[config.mk]
export PLATFORM = sky130hd
export DESIGN_NAME = slot_allocator_with_offsets_flat
export DESIGN_NICKNAME = d
export VERILOG_FILES = /design/src/rtl/sao_pkg.sv /design/src/rtl/sao_req_if.sv /design/src/rtl/sao_rsp_if.sv /design/src/rtl/sao_ctrl.sv /design/src/rtl/sao_dp.sv /design/src/rtl/slot_allocator_with_offsets.sv /design/src/flat_wrapper.sv
export SDC_FILE = /design/constraint.sdc
export NUM_CORES = 2
export LEC_CHECK = 0
export BUFFER_PORTS_ARGS = -buffer_cell sky130_fd_sc_hd__buf_2
export CAP_MARGIN = 25
export CORE_UTILIZATION = 35
export DETAILED_ROUTE_END_ITERATION = 8
export PLACE_DENSITY = 0.59
export SLEW_MARGIN = 20
export SYNTH_ARGS = -nofsm -noshare
export SYNTH_HDL_FRONTEND = slang
export SYNTH_SLANG_ARGS = --single-unit
[constraint.sdc]
create_clock -name clk -period 6.8 [get_ports clk]
set_input_delay 1.36 -clock clk [delete_from_list [all_inputs] [get_ports clk]]
set_output_delay 1.36 -clock clk [all_outputs]
set_load 0.01 [all_outputs]
[src/rtl/sao_pkg.sv]
// Types and constants of the slot allocator
`timescale 1ns / 1ps

package sao_pkg;

  localparam int MODE_W     = 3;
  localparam int SLOT_IN_W  = 7;
  localparam int CFG_IDX_W  = 2;
  localparam int CFG_DATA_W = 12;
  localparam int IPS_W      = 12;
  localparam int VB_W       = 8;
  localparam int VPS_W      = 12;

  localparam int GS_W  = 6;
  localparam int IO_W  = 18;
  localparam int VBO_W = 26;
  localparam int VO_W  = 18;
  localparam int HWO_W = 7;
  localparam int DV_W  = 18;
  localparam int DT_W  = 17;

  // bitmap is scanned this many slots per cycle
  localparam int CHUNK_W  = 16;
  localparam int CHUNK_LG = 4;

  localparam int TRI_DIV = 3;

  localparam logic [MODE_W-1:0] MODE_RESERVE     = 3'd0;
  localparam logic [MODE_W-1:0] MODE_FREE        = 3'd1;
  localparam logic [MODE_W-1:0] MODE_FREE_ALL    = 3'd2;
  localparam logic [MODE_W-1:0] MODE_LOCK        = 3'd3;
  localparam logic [MODE_W-1:0] MODE_UNLOCK      = 3'd4;
  localparam logic [MODE_W-1:0] MODE_GET_OFFSETS = 3'd5;

  localparam logic [CFG_IDX_W-1:0] CFG_INDEXES_PER_SLOT  = 2'd0;
  localparam logic [CFG_IDX_W-1:0] CFG_VERTEX_BYTES      = 2'd1;
  localparam logic [CFG_IDX_W-1:0] CFG_VERTICES_PER_SLOT = 2'd2;

  localparam logic [IPS_W-1:0] IPS_RESET = 12'd6;
  localparam logic [VB_W-1:0]  VB_RESET  = 8'd32;
  localparam logic [VPS_W-1:0] VPS_RESET = 12'd4;

  typedef struct packed {
    logic load;
    logic search;
    logic mul1;
    logic mul2;
    logic fix;
  } cmd_t;

  typedef struct packed {
    logic search_done;
  } status_t;

  typedef struct packed {
    logic             ok;
    logic [GS_W-1:0]  granted_slot;
    logic [IO_W-1:0]  index_offset;
    logic [VBO_W-1:0] vertex_byte_offset;
    logic [VO_W-1:0]  vertex_offset;
    logic [HWO_W-1:0] high_water;
    logic             draw_ready;
    logic [DV_W-1:0]  draw_vertices;
    logic [DT_W-1:0]  draw_triangles;
  } result_t;

endpackage

[src/rtl/sao_req_if.sv]
// Request channel interface of the slot allocator
`timescale 1ns / 1ps

interface sao_req_if;
  logic                                valid;
  logic                                ready;
  logic [sao_pkg::MODE_W-1:0]          mode;
  logic signed [sao_pkg::SLOT_IN_W-1:0] slot;

  modport source (output valid, mode, slot, input ready);
  modport sink (input valid, mode, slot, output ready);
endinterface

[src/rtl/sao_rsp_if.sv]
// Result channel interface of the slot allocator
`timescale 1ns / 1ps

interface sao_rsp_if;
  logic                       valid;
  logic                       ready;
  logic                       ok;
  logic [sao_pkg::GS_W-1:0]   granted_slot;
  logic [sao_pkg::IO_W-1:0]   index_offset;
  logic [sao_pkg::VBO_W-1:0]  vertex_byte_offset;
  logic [sao_pkg::VO_W-1:0]   vertex_offset;
  logic [sao_pkg::HWO_W-1:0]  high_water;
  logic                       draw_ready;
  logic [sao_pkg::DV_W-1:0]   draw_vertices;
  logic [sao_pkg::DT_W-1:0]   draw_triangles;

  modport source (
    output valid, ok, granted_slot, index_offset, vertex_byte_offset, vertex_offset,
           high_water, draw_ready, draw_vertices, draw_triangles,
    input  ready
  );
  modport sink (
    input  valid, ok, granted_slot, index_offset, vertex_byte_offset, vertex_offset,
           high_water, draw_ready, draw_vertices, draw_triangles,
    output ready
  );
endinterface

[src/rtl/sao_ctrl.sv]
// Sequencing state machine of the slot allocator
`timescale 1ns / 1ps

module sao_ctrl (
  input  logic             clk,
  input  logic             rst,
  input  logic             req_valid,
  output logic             req_ready,
  output logic             rsp_valid,
  input  logic             rsp_ready,
  input  sao_pkg::status_t status,
  output sao_pkg::cmd_t    cmd
);
  import sao_pkg::*;

  typedef enum logic [2:0] {
    S_IDLE,
    S_SEARCH,
    S_MUL1,
    S_MUL2,
    S_FIX
  } state_t;

  state_t state;

  assign req_ready = (state == S_IDLE);

  always_comb begin
    cmd = '0;
    unique case (state)
      S_IDLE:   cmd.load   = req_valid;
      S_SEARCH: cmd.search = 1'b1;
      S_MUL1:   cmd.mul1   = 1'b1;
      S_MUL2:   cmd.mul2   = 1'b1;
      S_FIX:    cmd.fix    = !rsp_valid || rsp_ready;
      default:  cmd        = '0;
    endcase
  end

  always_ff @(posedge clk) begin
    if (rst) begin
      state     <= S_IDLE;
      rsp_valid <= 1'b0;
    end else begin
      // new result loaded, or the waiting one still not taken
      rsp_valid <= cmd.fix || (rsp_valid && !rsp_ready);
      unique case (state)
        S_IDLE:   if (req_valid) state <= S_SEARCH;
        S_SEARCH: if (status.search_done) state <= S_MUL1;
        S_MUL1:   state <= S_MUL2;
        S_MUL2:   state <= S_FIX;
        S_FIX:    if (cmd.fix) state <= S_IDLE;
        default:  state <= S_IDLE;
      endcase
    end
  end

endmodule

[src/rtl/sao_dp.sv]
// Datapath of the slot allocator: bitmap, counters, multipliers, result register
`timescale 1ns / 1ps

module sao_dp #(
  parameter int SLOTS = 64
) (
  input  logic                                clk,
  input  logic                                rst,
  input  sao_pkg::cmd_t                       cmd,
  output sao_pkg::status_t                    status,
  input  logic [sao_pkg::MODE_W-1:0]          req_mode,
  input  logic signed [sao_pkg::SLOT_IN_W-1:0] req_slot,
  input  logic                                cfg_we,
  input  logic [sao_pkg::CFG_IDX_W-1:0]       cfg_index,
  input  logic [sao_pkg::CFG_DATA_W-1:0]      cfg_data,
  output sao_pkg::result_t                    result
);
  import sao_pkg::*;

  localparam int SW     = (SLOTS > 1) ? $clog2(SLOTS) : 1;
  localparam int HWW    = $clog2(SLOTS + 1);
  localparam int CHUNKS = (SLOTS + CHUNK_W - 1) / CHUNK_W;
  localparam int CW     = (CHUNKS > 1) ? $clog2(CHUNKS) : 1;
  localparam int PAD    = CHUNKS * CHUNK_W;
  localparam int TW     = HWW + IPS_W;
  localparam logic [TW-1:0] RECIP = TW'((64'd1 << TW) / TRI_DIV);

  // persistent state
  logic [SLOTS-1:0] used;
  logic [HWW-1:0]   hw;
  logic             locked;
  logic [IPS_W-1:0] ips;
  logic [VB_W-1:0]  vb;
  logic [VPS_W-1:0] vps;

  // per-request registers
  logic [MODE_W-1:0]           mode_r;
  logic signed [SLOT_IN_W-1:0] slot_r;
  logic [CW-1:0]               cc;
  logic                        ok_r;
  logic [SW-1:0]               granted_r;
  logic                        off_valid;

  logic [HWW+VPS_W-1:0] p_dv;
  logic [TW-1:0]        p_tri;
  logic [IO_W-1:0]      p_io;
  logic [VO_W-1:0]      p_vo;
  logic [2*TW-1:0]      p_q;
  logic [VBO_W-1:0]     p_vbo;

  logic [PAD-1:0]      map_pad;
  logic [CHUNK_W-1:0]  chunk_free;
  logic [CHUNK_LG-1:0] pe;
  logic                any_free;
  logic                last_chunk;
  logic                is_reserve;
  logic [CW+CHUNK_LG-1:0] hit_full;
  logic [SW-1:0]       hit_idx;
  logic                in_range;
  logic [SW+5:0]       slot_ext;
  logic [SW-1:0]       slot_idx;
  logic                apply;
  logic                grant_hit;
  logic                off_hit;

  logic [TW-1:0] q0;
  logic [TW-1:0] rem;
  logic [TW-1:0] quot;
  logic [SW+GS_W-1:0]  gs_ext;
  logic [HWW+HWO_W-1:0] hw_ext;
  logic [HWW+VPS_W+DV_W-1:0] dv_ext;
  logic [TW+DT_W-1:0]  dt_ext;

  // slots past the pool read as used so the scan never picks them
  generate
    if (PAD > SLOTS) begin : g_pad
      assign map_pad = {{(PAD - SLOTS){1'b1}}, used};
    end else begin : g_nopad
      assign map_pad = used;
    end
  endgenerate

  assign chunk_free = ~map_pad[cc*CHUNK_W +: CHUNK_W];
  assign any_free   = |chunk_free;

  always_comb begin
    pe = '0;
    for (int i = CHUNK_W - 1; i >= 0; i--) begin
      if (chunk_free[i]) pe = CHUNK_LG'(i);
    end
  end

  assign hit_full   = {cc, pe};
  assign hit_idx    = hit_full[SW-1:0];
  assign last_chunk = (cc == CW'(CHUNKS - 1));
  assign is_reserve = (mode_r == MODE_RESERVE);

  assign status.search_done = !is_reserve || any_free || last_chunk;
  assign apply = cmd.search && status.search_done;

  assign in_range = !slot_r[SLOT_IN_W-1] && (32'(slot_r[SLOT_IN_W-2:0]) < SLOTS);
  assign slot_ext = {{SW{1'b0}}, slot_r[SLOT_IN_W-2:0]};
  assign slot_idx = slot_ext[SW-1:0];

  // outcome of the request being applied
  assign grant_hit = is_reserve && any_free;
  assign off_hit   = (mode_r == MODE_GET_OFFSETS) && in_range && locked;

  always_ff @(posedge clk) begin
    if (rst) begin
      used      <= '0;
      hw        <= '0;
      locked    <= 1'b0;
      ips       <= IPS_RESET;
      vb        <= VB_RESET;
      vps       <= VPS_RESET;
      cc        <= '0;
      ok_r      <= 1'b0;
      granted_r <= '0;
      off_valid <= 1'b0;
    end else begin
      if (cfg_we) begin
        unique case (cfg_index)
          CFG_INDEXES_PER_SLOT:  ips <= cfg_data;
          CFG_VERTEX_BYTES:      vb  <= cfg_data[VB_W-1:0];
          CFG_VERTICES_PER_SLOT: vps <= cfg_data;
          default: ;
        endcase
      end
      if (cmd.load) cc <= '0;
      else if (cmd.search && !status.search_done) cc <= cc + CW'(1);

      if (apply) begin
        ok_r      <= grant_hit || off_hit;
        granted_r <= grant_hit ? hit_idx : '0;
        off_valid <= off_hit;
        unique case (mode_r)
          MODE_RESERVE: begin
            if (any_free) begin
              used[hit_idx] <= 1'b1;
              if (HWW'(hit_idx) == hw) hw <= hw + HWW'(1);
            end
          end
          MODE_FREE: begin
            if (in_range) used[slot_idx] <= 1'b0;
          end
          MODE_FREE_ALL: used   <= '0;
          MODE_LOCK:     locked <= 1'b1;
          MODE_UNLOCK:   locked <= 1'b0;
          default: ;   // get offsets and spare codes leave the state alone
        endcase
      end
    end
  end

  // divide by three: reciprocal estimate is low by at most one
  assign q0   = p_q[2*TW-1:TW];
  assign rem  = p_tri - (q0 << 1) - q0;
  assign quot = (rem >= TW'(TRI_DIV)) ? q0 + TW'(1) : q0;

  assign gs_ext = {{GS_W{1'b0}}, granted_r};
  assign hw_ext = {{HWO_W{1'b0}}, hw};
  assign dv_ext = {{DV_W{1'b0}}, p_dv};
  assign dt_ext = {{DT_W{1'b0}}, quot};

  always_ff @(posedge clk) begin
    if (cmd.load) begin
      mode_r <= req_mode;
      slot_r <= req_slot;
    end
    if (cmd.mul1) begin
      p_dv  <= hw * vps;
      p_tri <= hw * ips;
      p_io  <= off_valid ? slot_r[SLOT_IN_W-2:0] * ips : '0;
      p_vo  <= off_valid ? slot_r[SLOT_IN_W-2:0] * vps : '0;
    end
    if (cmd.mul2) begin
      p_q   <= p_tri * RECIP;
      p_vbo <= p_vo * vb;
    end
    if (cmd.fix) begin
      result.ok                 <= ok_r;
      result.granted_slot       <= gs_ext[GS_W-1:0];
      result.index_offset       <= p_io;
      result.vertex_byte_offset <= p_vbo;
      result.vertex_offset      <= p_vo;
      result.high_water         <= hw_ext[HWO_W-1:0];
      result.draw_ready         <= !locked && (hw != '0);
      result.draw_vertices      <= dv_ext[DV_W-1:0];
      result.draw_triangles     <= dt_ext[DT_W-1:0];
    end
  end

endmodule

[src/rtl/slot_allocator_with_offsets.sv]
// Top level of the geometry slot allocator
`timescale 1ns / 1ps

// Slot allocator for a pool of SLOTS equal-size geometry slots.
// req channel: mode (reserve, free, free all, lock, unlock, get offsets) and a
//   signed slot number; a request is taken when req.valid and req.ready are high.
// rsp channel: one result per request - grant, slot offsets and draw figures
//   (high-water count, ready flag, vertex and triangle counts) after the request.
// cfg port: cfg_we / cfg_index / cfg_data write indexes per slot, vertex bytes
//   and vertices per slot; write only while no request is in flight.
// A taken request goes through a search step (a reserve scans
//   the bitmap one 16-slot chunk at a time until it finds a free slot or
//   reaches the last chunk), two chained multiply stages and a fix step
//   that registers the result. One request at a time: req.ready rises at
//   the same edge as rsp.valid, so a new request waits for the last result.
// Stall: the result waits in the output register while rsp.ready is low, and
//   a following request is still taken and worked through up to the last stage.
// Reset: synchronous, active high; every slot free, high water zero, unlocked,
//   registers back to 6 / 32 / 4. No clearing pass is needed.
module slot_allocator_with_offsets #(
  parameter int SLOTS = 64
) (
  input  logic                           clk,
  input  logic                           rst,
  sao_req_if.sink                        req,
  sao_rsp_if.source                      rsp,
  input  logic                           cfg_we,
  input  logic [sao_pkg::CFG_IDX_W-1:0]  cfg_index,
  input  logic [sao_pkg::CFG_DATA_W-1:0] cfg_data
);
  import sao_pkg::*;

  cmd_t    cmd;
  status_t status;
  result_t result;

  // controller: handshakes and step sequence
  sao_ctrl u_ctrl (
    .clk       (clk),
    .rst       (rst),
    .req_valid (req.valid),
    .req_ready (req.ready),
    .rsp_valid (rsp.valid),
    .rsp_ready (rsp.ready),
    .status    (status),
    .cmd       (cmd)
  );

  // datapath: bitmap scan, state update, offset and draw arithmetic
  sao_dp #(
    .SLOTS (SLOTS)
  ) u_dp (
    .clk       (clk),
    .rst       (rst),
    .cmd       (cmd),
    .status    (status),
    .req_mode  (req.mode),
    .req_slot  (req.slot),
    .cfg_we    (cfg_we),
    .cfg_index (cfg_index),
    .cfg_data  (cfg_data),
    .result    (result)
  );

  // result register fields out onto the channel
  assign rsp.ok                 = result.ok;
  assign rsp.granted_slot       = result.granted_slot;
  assign rsp.index_offset       = result.index_offset;
  assign rsp.vertex_byte_offset = result.vertex_byte_offset;
  assign rsp.vertex_offset      = result.vertex_offset;
  assign rsp.high_water         = result.high_water;
  assign rsp.draw_ready         = result.draw_ready;
  assign rsp.draw_vertices      = result.draw_vertices;
  assign rsp.draw_triangles     = result.draw_triangles;

endmodule

[src/flat_wrapper.sv]
// flat-port wrapper written by rule: the top's interface ports become plain ports
module slot_allocator_with_offsets_flat import sao_pkg::*;
#(
  parameter int SLOTS = 64
)
  (clk, rst, cfg_we, cfg_index, cfg_data, req_valid, req_mode, req_slot, req_ready, rsp_valid, rsp_ok, rsp_granted_slot, rsp_index_offset, rsp_vertex_byte_offset, rsp_vertex_offset, rsp_high_water, rsp_draw_ready, rsp_draw_vertices, rsp_draw_triangles, rsp_ready);
  sao_req_if req_i ();
  sao_rsp_if rsp_i ();
  input  logic clk;
  input  logic rst;
  input  logic cfg_we;
  input  logic [sao_pkg::CFG_IDX_W-1:0] cfg_index;
  input  logic [sao_pkg::CFG_DATA_W-1:0] cfg_data;
  input wire logic [$bits(req_i.valid)-1:0] req_valid;
  input wire logic [$bits(req_i.mode)-1:0] req_mode;
  input wire logic [$bits(req_i.slot)-1:0] req_slot;
  output wire logic [$bits(req_i.ready)-1:0] req_ready;
  output wire logic [$bits(rsp_i.valid)-1:0] rsp_valid;
  output wire logic [$bits(rsp_i.ok)-1:0] rsp_ok;
  output wire logic [$bits(rsp_i.granted_slot)-1:0] rsp_granted_slot;
  output wire logic [$bits(rsp_i.index_offset)-1:0] rsp_index_offset;
  output wire logic [$bits(rsp_i.vertex_byte_offset)-1:0] rsp_vertex_byte_offset;
  output wire logic [$bits(rsp_i.vertex_offset)-1:0] rsp_vertex_offset;
  output wire logic [$bits(rsp_i.high_water)-1:0] rsp_high_water;
  output wire logic [$bits(rsp_i.draw_ready)-1:0] rsp_draw_ready;
  output wire logic [$bits(rsp_i.draw_vertices)-1:0] rsp_draw_vertices;
  output wire logic [$bits(rsp_i.draw_triangles)-1:0] rsp_draw_triangles;
  input wire logic [$bits(rsp_i.ready)-1:0] rsp_ready;
  assign req_i.valid = req_valid;
  assign req_i.mode = req_mode;
  assign req_i.slot = req_slot;
  assign req_ready = req_i.ready;
  assign rsp_valid = rsp_i.valid;
  assign rsp_ok = rsp_i.ok;
  assign rsp_granted_slot = rsp_i.granted_slot;
  assign rsp_index_offset = rsp_i.index_offset;
  assign rsp_vertex_byte_offset = rsp_i.vertex_byte_offset;
  assign rsp_vertex_offset = rsp_i.vertex_offset;
  assign rsp_high_water = rsp_i.high_water;
  assign rsp_draw_ready = rsp_i.draw_ready;
  assign rsp_draw_vertices = rsp_i.draw_vertices;
  assign rsp_draw_triangles = rsp_i.draw_triangles;
  assign rsp_i.ready = rsp_ready;
  slot_allocator_with_offsets #(.SLOTS(SLOTS)) u_core (.clk(clk), .rst(rst), .req(req_i), .rsp(rsp_i), .cfg_we(cfg_we), .cfg_index(cfg_index), .cfg_data(cfg_data));
endmodule
# == After elaboration in Yosys (flattened, before gate mapping) ==
# Cells that the tools add are included.
# op_classes
bitwise_logic,4
muxes,35
n_eq_ne,18
multipliers,6
n_addsub,5
n_lt_le_gt_ge,5
n_reduce_logical,35
shift,1
# op_table
cell,count
64-bit case mux with 3 select lines,1
64-bit 2-to-1 mux,2
64-bit AND,1
4-bit 2-to-1 mux,16
64-bit inverter,1
64-bit OR,1
64-bit by 7-bit variable part select with 16-bit output,1
19-bit by 17-bit multiplier with 36-bit output (second input constant),1
6-bit by 12-bit multiplier with 18-bit output,2
18-bit by 8-bit multiplier with 26-bit output,1
19-bit by 2-bit greater-or-equal comparator with 1-bit output (second input constant),1
7-bit by 12-bit multiplier with 19-bit output,1
19-bit by 18-bit subtractor with 19-bit output,1
19-bit subtractor,1
7-bit by 12-bit multiplier with 18-bit output,1
17-bit by 1-bit adder with 17-bit output (second input constant),1
17-bit 2-to-1 mux,1
16-bit inverter,1
16-bit OR reduction,1
3-bit case mux with 5 select lines,1
6-bit by 7-bit less-than comparator with 1-bit output (second input constant),2
1-bit demux with 6-bit select,2
3-bit by 2-bit equality test with 1-bit output (second input constant),4
6-bit by 1-bit greater-or-equal comparator with 1-bit output (second input constant),2
other kinds (24),62
# word_totals
reg_bits,375
input_bits,29
elab_cells,138

# == Logic depth before layout (Yosys ltp) ==
# logic_depth
depth_word,25
ltp_mapped,22

# == Modules after synthesis ==
# From an unflattened synthesis, not the netlist that was laid out.
# hier_totals
hier_cells,3421
hier_area_um2,34060.2
# by_module_without_submodules
module,area_each_um2,cells_per_inst,instances
sao_dp,33838.7,3399,1
sao_ctrl,221.5,22,1

# == Worst setup path before layout ==
# Ideal clock, no wire load.
# synth_path
path_kind,input to register
from,in rsp_ready
to,reg u_core.u_dp.result[0] (netlist name)
arrival_time_ps,6084
path_buffers,0
cell_stages,2
setup_slack_ps,132
setup_time_ps,584
cell_sequence,nor2b_1 -> nor2_1
# synth_lines
item,line_no,rtl
from (decl),flat_wrapper.sv:28,input wire logic [$bits(rsp_i.ready)-1:0] rsp_ready;

# == Worst setup path in the final report ==
# layout_path
from,reg u_core.u_dp.p_tri[2]
to,"reg u_core.u_dp.p_q[35], data pin"
# layout_via
elab_chain_len,1
# layout_lines
item,line_no,rtl
from (decl),sao_dp.sv:45,logic [TW-1:0] p_tri;
from (signal assigned),sao_dp.sv:173,p_tri <= hw * ips;
19-bit by 17-bit multiplier with 36-bit output,sao_dp.sv:178,p_q <= p_tri * RECIP;
to (signal assigned),sao_dp.sv:178,
to (decl),sao_dp.sv:48,logic [2*TW-1:0] p_q;
# No other way between the ends.
# A chain may end at the register's enable or synchronous reset.

==> results_dict.tcl <==
set metrics [dict create \
    clk_path_buf_depth 3 \
    synth_edf_count 239 \
    port_buffers 142 \
    cts_tree "done" \
    clk_latency_ns 0.58 \
    holdPathStages 0 \
    timing.slew.headroom_pct 31.9 \
    syn_area_um2 33800 \
    synth_ff_type "edfxtp_1" \
    wl_met1_mm 36.5 \
    io_pins 143 \
    multiInputGateArea_um2 21600 \
    synth_area_leaders "fa_1 23%, edfxtp_1 21%, ha_1 13%" \
    clock.fmax_mhz 157 \
    top_layer_used "met5" \
    syn_to_final_growth_pct 10.7 \
    final_max_slew_viol_count 0 \
    wl_per_cell_um 16.8 \
    wirelength_mm 81.2 \
    die-area_um2 97900 \
    place.gp.congestion 0.883 \
    async_flop_share_pct 0 \
    arrival_ns 6.69 \
    core_um2 95300 \
    layout_commonest_cell "inv_1" \
    p_leak_nw 17.1 \
    n_antenna_cell 0 \
    grt_setup_unrepaired "no" \
    die_x_um 313 \
    worstSetupEndpointType "register" \
    rr_worst_depth 22 \
    yosysTopAreaCellShare_pct 23.1 \
    critPathKind "reg -> reg" \
    grt_max_degree 89 \
    antenna_found_initial 6 \
    synth_nets 4218 \
    synthCells 3437 \
    dp_hpwl_mm 63.2 \
    cts_sinks 357 \
    vias 23600 \
    die_y_um 313 \
    whs_ns 0.409 \
    clk_pin_slew_ns 0.06 \
    timing.rr.start "u_core.u_dp.p_tri[2]" \
    ys_ff_latch 357 \
    outcome "finished clean" \
    period_needed_ns 6.36 \
    fill_cells 9454 \
    cp.required_ns 7.13 \
    initial_core_util_pct 35.5 \
    regArea_um2 9540 \
    ys_warn_count 0 \
    vdd_ir_drop_max_v 0.000223 \
    rows 113 \
    grt_usage_pct 16.8 \
    drt-initial-drc-count 1268 \
    hold_start "u_core.u_dp.p_dv[17]" \
    crit_start "u_core.u_dp.p_tri[2]" \
    worstMarginPinSlew_ns 1.02 \
    p_per_area_nw_per_um2 216 \
    setup_viol 0 \
    dp_slack_ns 0.237 \
    drive_gt1_share_pct 8.41 \
    wl_met3_mm 3.71 \
    period_share_pct 93.5 \
    hold_class "reg -> reg" \
    synth.largest_area_cell "fa_1" \
    nets 4317 \
    viasPerCell 4.88 \
    ant_nets 0 \
    hold_viol_final 0 \
    total_power_w 0.00807 \
    cp_max_fo 5 \
    setup_slack_ns 0.444 \
    synth.distinct_cells 83 \
    grt_pass1_vias 24700 \
    synth.yosys.seq_area_share_pct 28.2 \
    postSynthAreaPerCell_um2 9.84 \
    h-tree-depth 2 \
    grt_overflow 0 \
    setup-tns-final_ns 0 \
    skew_ns 0.0273 \
    final_cell_mix "559 x inv_1, 476 x nand2_1, 390 x fa_1" \
    routed-wl-met2_mm 38.7 \
    holdBufCountCts 0 \
    maxCapViolCount 0 \
    grt_first_pass_wirelength_mm 132 \
    startpoint_type "register" \
    post-route-drc-count 0 \
    cts_made_buffers 42 \
    drt-pass1-iter-count 5 \
    cts_root_buffer "clkbuf_16" \
    fin_util_pct 39.3 \
]
## flip-flops by register name, summed over array words and instances (netlist names), 12 cells and up
signal,cells
u_core.u_dp.result,112
u_core.u_dp.map_pad,64
u_core.u_dp.p_vbo,26
u_core.u_dp.p_tri,19
u_core.u_dp.p_dv,18
u_core.u_dp.p_io,18
u_core.u_dp.p_q,18
u_core.u_dp.p_vo,18
u_core.u_dp.ips,12
u_core.u_dp.vps,12
## routing by layer
metal | GRT usage (%) | vias to the layer above
li1 | - | 11300
met3 | 2.52 | 130
met1 | 22.2 | 11600
met2 | 28.5 | 452
met4 | 5.09 | 10
met5 | 0 | -
## cell families (layout without fill, tap and decap cells)
family                   count (synthesis)  after routing  synth area share (%)
AND/OR/NAND/NOR                        987            987                  14.0
AO/OA/AOI/OAI                          489            489                  8.65
buffers and inverters                  701            830                  7.92
adder cells (fa/ha/maj)                752            752                  36.5
flip-flops                             357            357                  28.2
XOR/XNOR                               120            120                  3.15
multiplexers                            31             31                  1.58
## final timing paths
check | end | slack, ns
worst min register to register | u_core.u_dp.result[34] | 0.41
worst max-delay path | u_core.u_dp.p_q[35] | 0.44
worst min-delay path | u_core.u_dp.result[34] | 0.41
worst max register to register | u_core.u_dp.p_q[35] | 0.44
## cell type report
cell class / instances / area share (%)
multi-input cells: 2379 / 57.8
flip-flops and latches: 357 / 25.5
inverters: 559 / 5.61
well taps: 1265 / 4.23
clock buffers: 56 / 3.13
repair buffers: 197 / 3.07
clock inverters: 18 / 0.685
## cell usage after synthesis, types with 25 or more instances
master and number:
inv_1 559, nand2_1 476, fa_1 390, ha_1 362, edfxtp_1 239, a21oi_1 230
and2_1 221, dfxtp_1 118, nor2_1 113, clkbuf_1 109, o21ai_0 107, xnor2_1 82
xor2_1 37, nor3_1 36, a21o_1 25
## where the power goes
part	internal [W]	switching, W
Clock	0.00144	0.000935
Combinational	0.00137	0.00175
Sequential	0.00248	0.0000974
Total	0.00529	0.00278
## worst max-delay path, cell delays in order (launching register included)
cell       delay, ns
edfxtp_1        0.49
ha_1            0.38
xor2_1          0.17
ha_1            0.28
inv_1           0.05
fa_1            0.50
inv_1           0.06
fa_1            0.51
fa_1            0.54
inv_1           0.05
fa_1            0.55
inv_1           0.05
ha_1            0.31
a211oi_1        0.20
nand2_1         0.11
a2111oi_2       0.37
a21oi_2         0.13
a21oi_2         0.18
o21ai_0         0.17
a221o_1         0.39
o41a_1          0.35
a21oi_1         0.18
xnor2_1         0.07
## metrics by stage
step,cell area [um2],instances
after floorplan,33800,3437
after global placement,35900,4748
after detailed placement,35900,4749
after CTS,37300,4823
after global routing,37400,4831
final,37400,4831
## what timing repair did
action | CTS | global route
resized for setup | 0 | 4
endpoints found under the setup margin | 0 | 3
setup buffers | 0 | 2
Note: power is estimated with default switching activity, not from simulation.
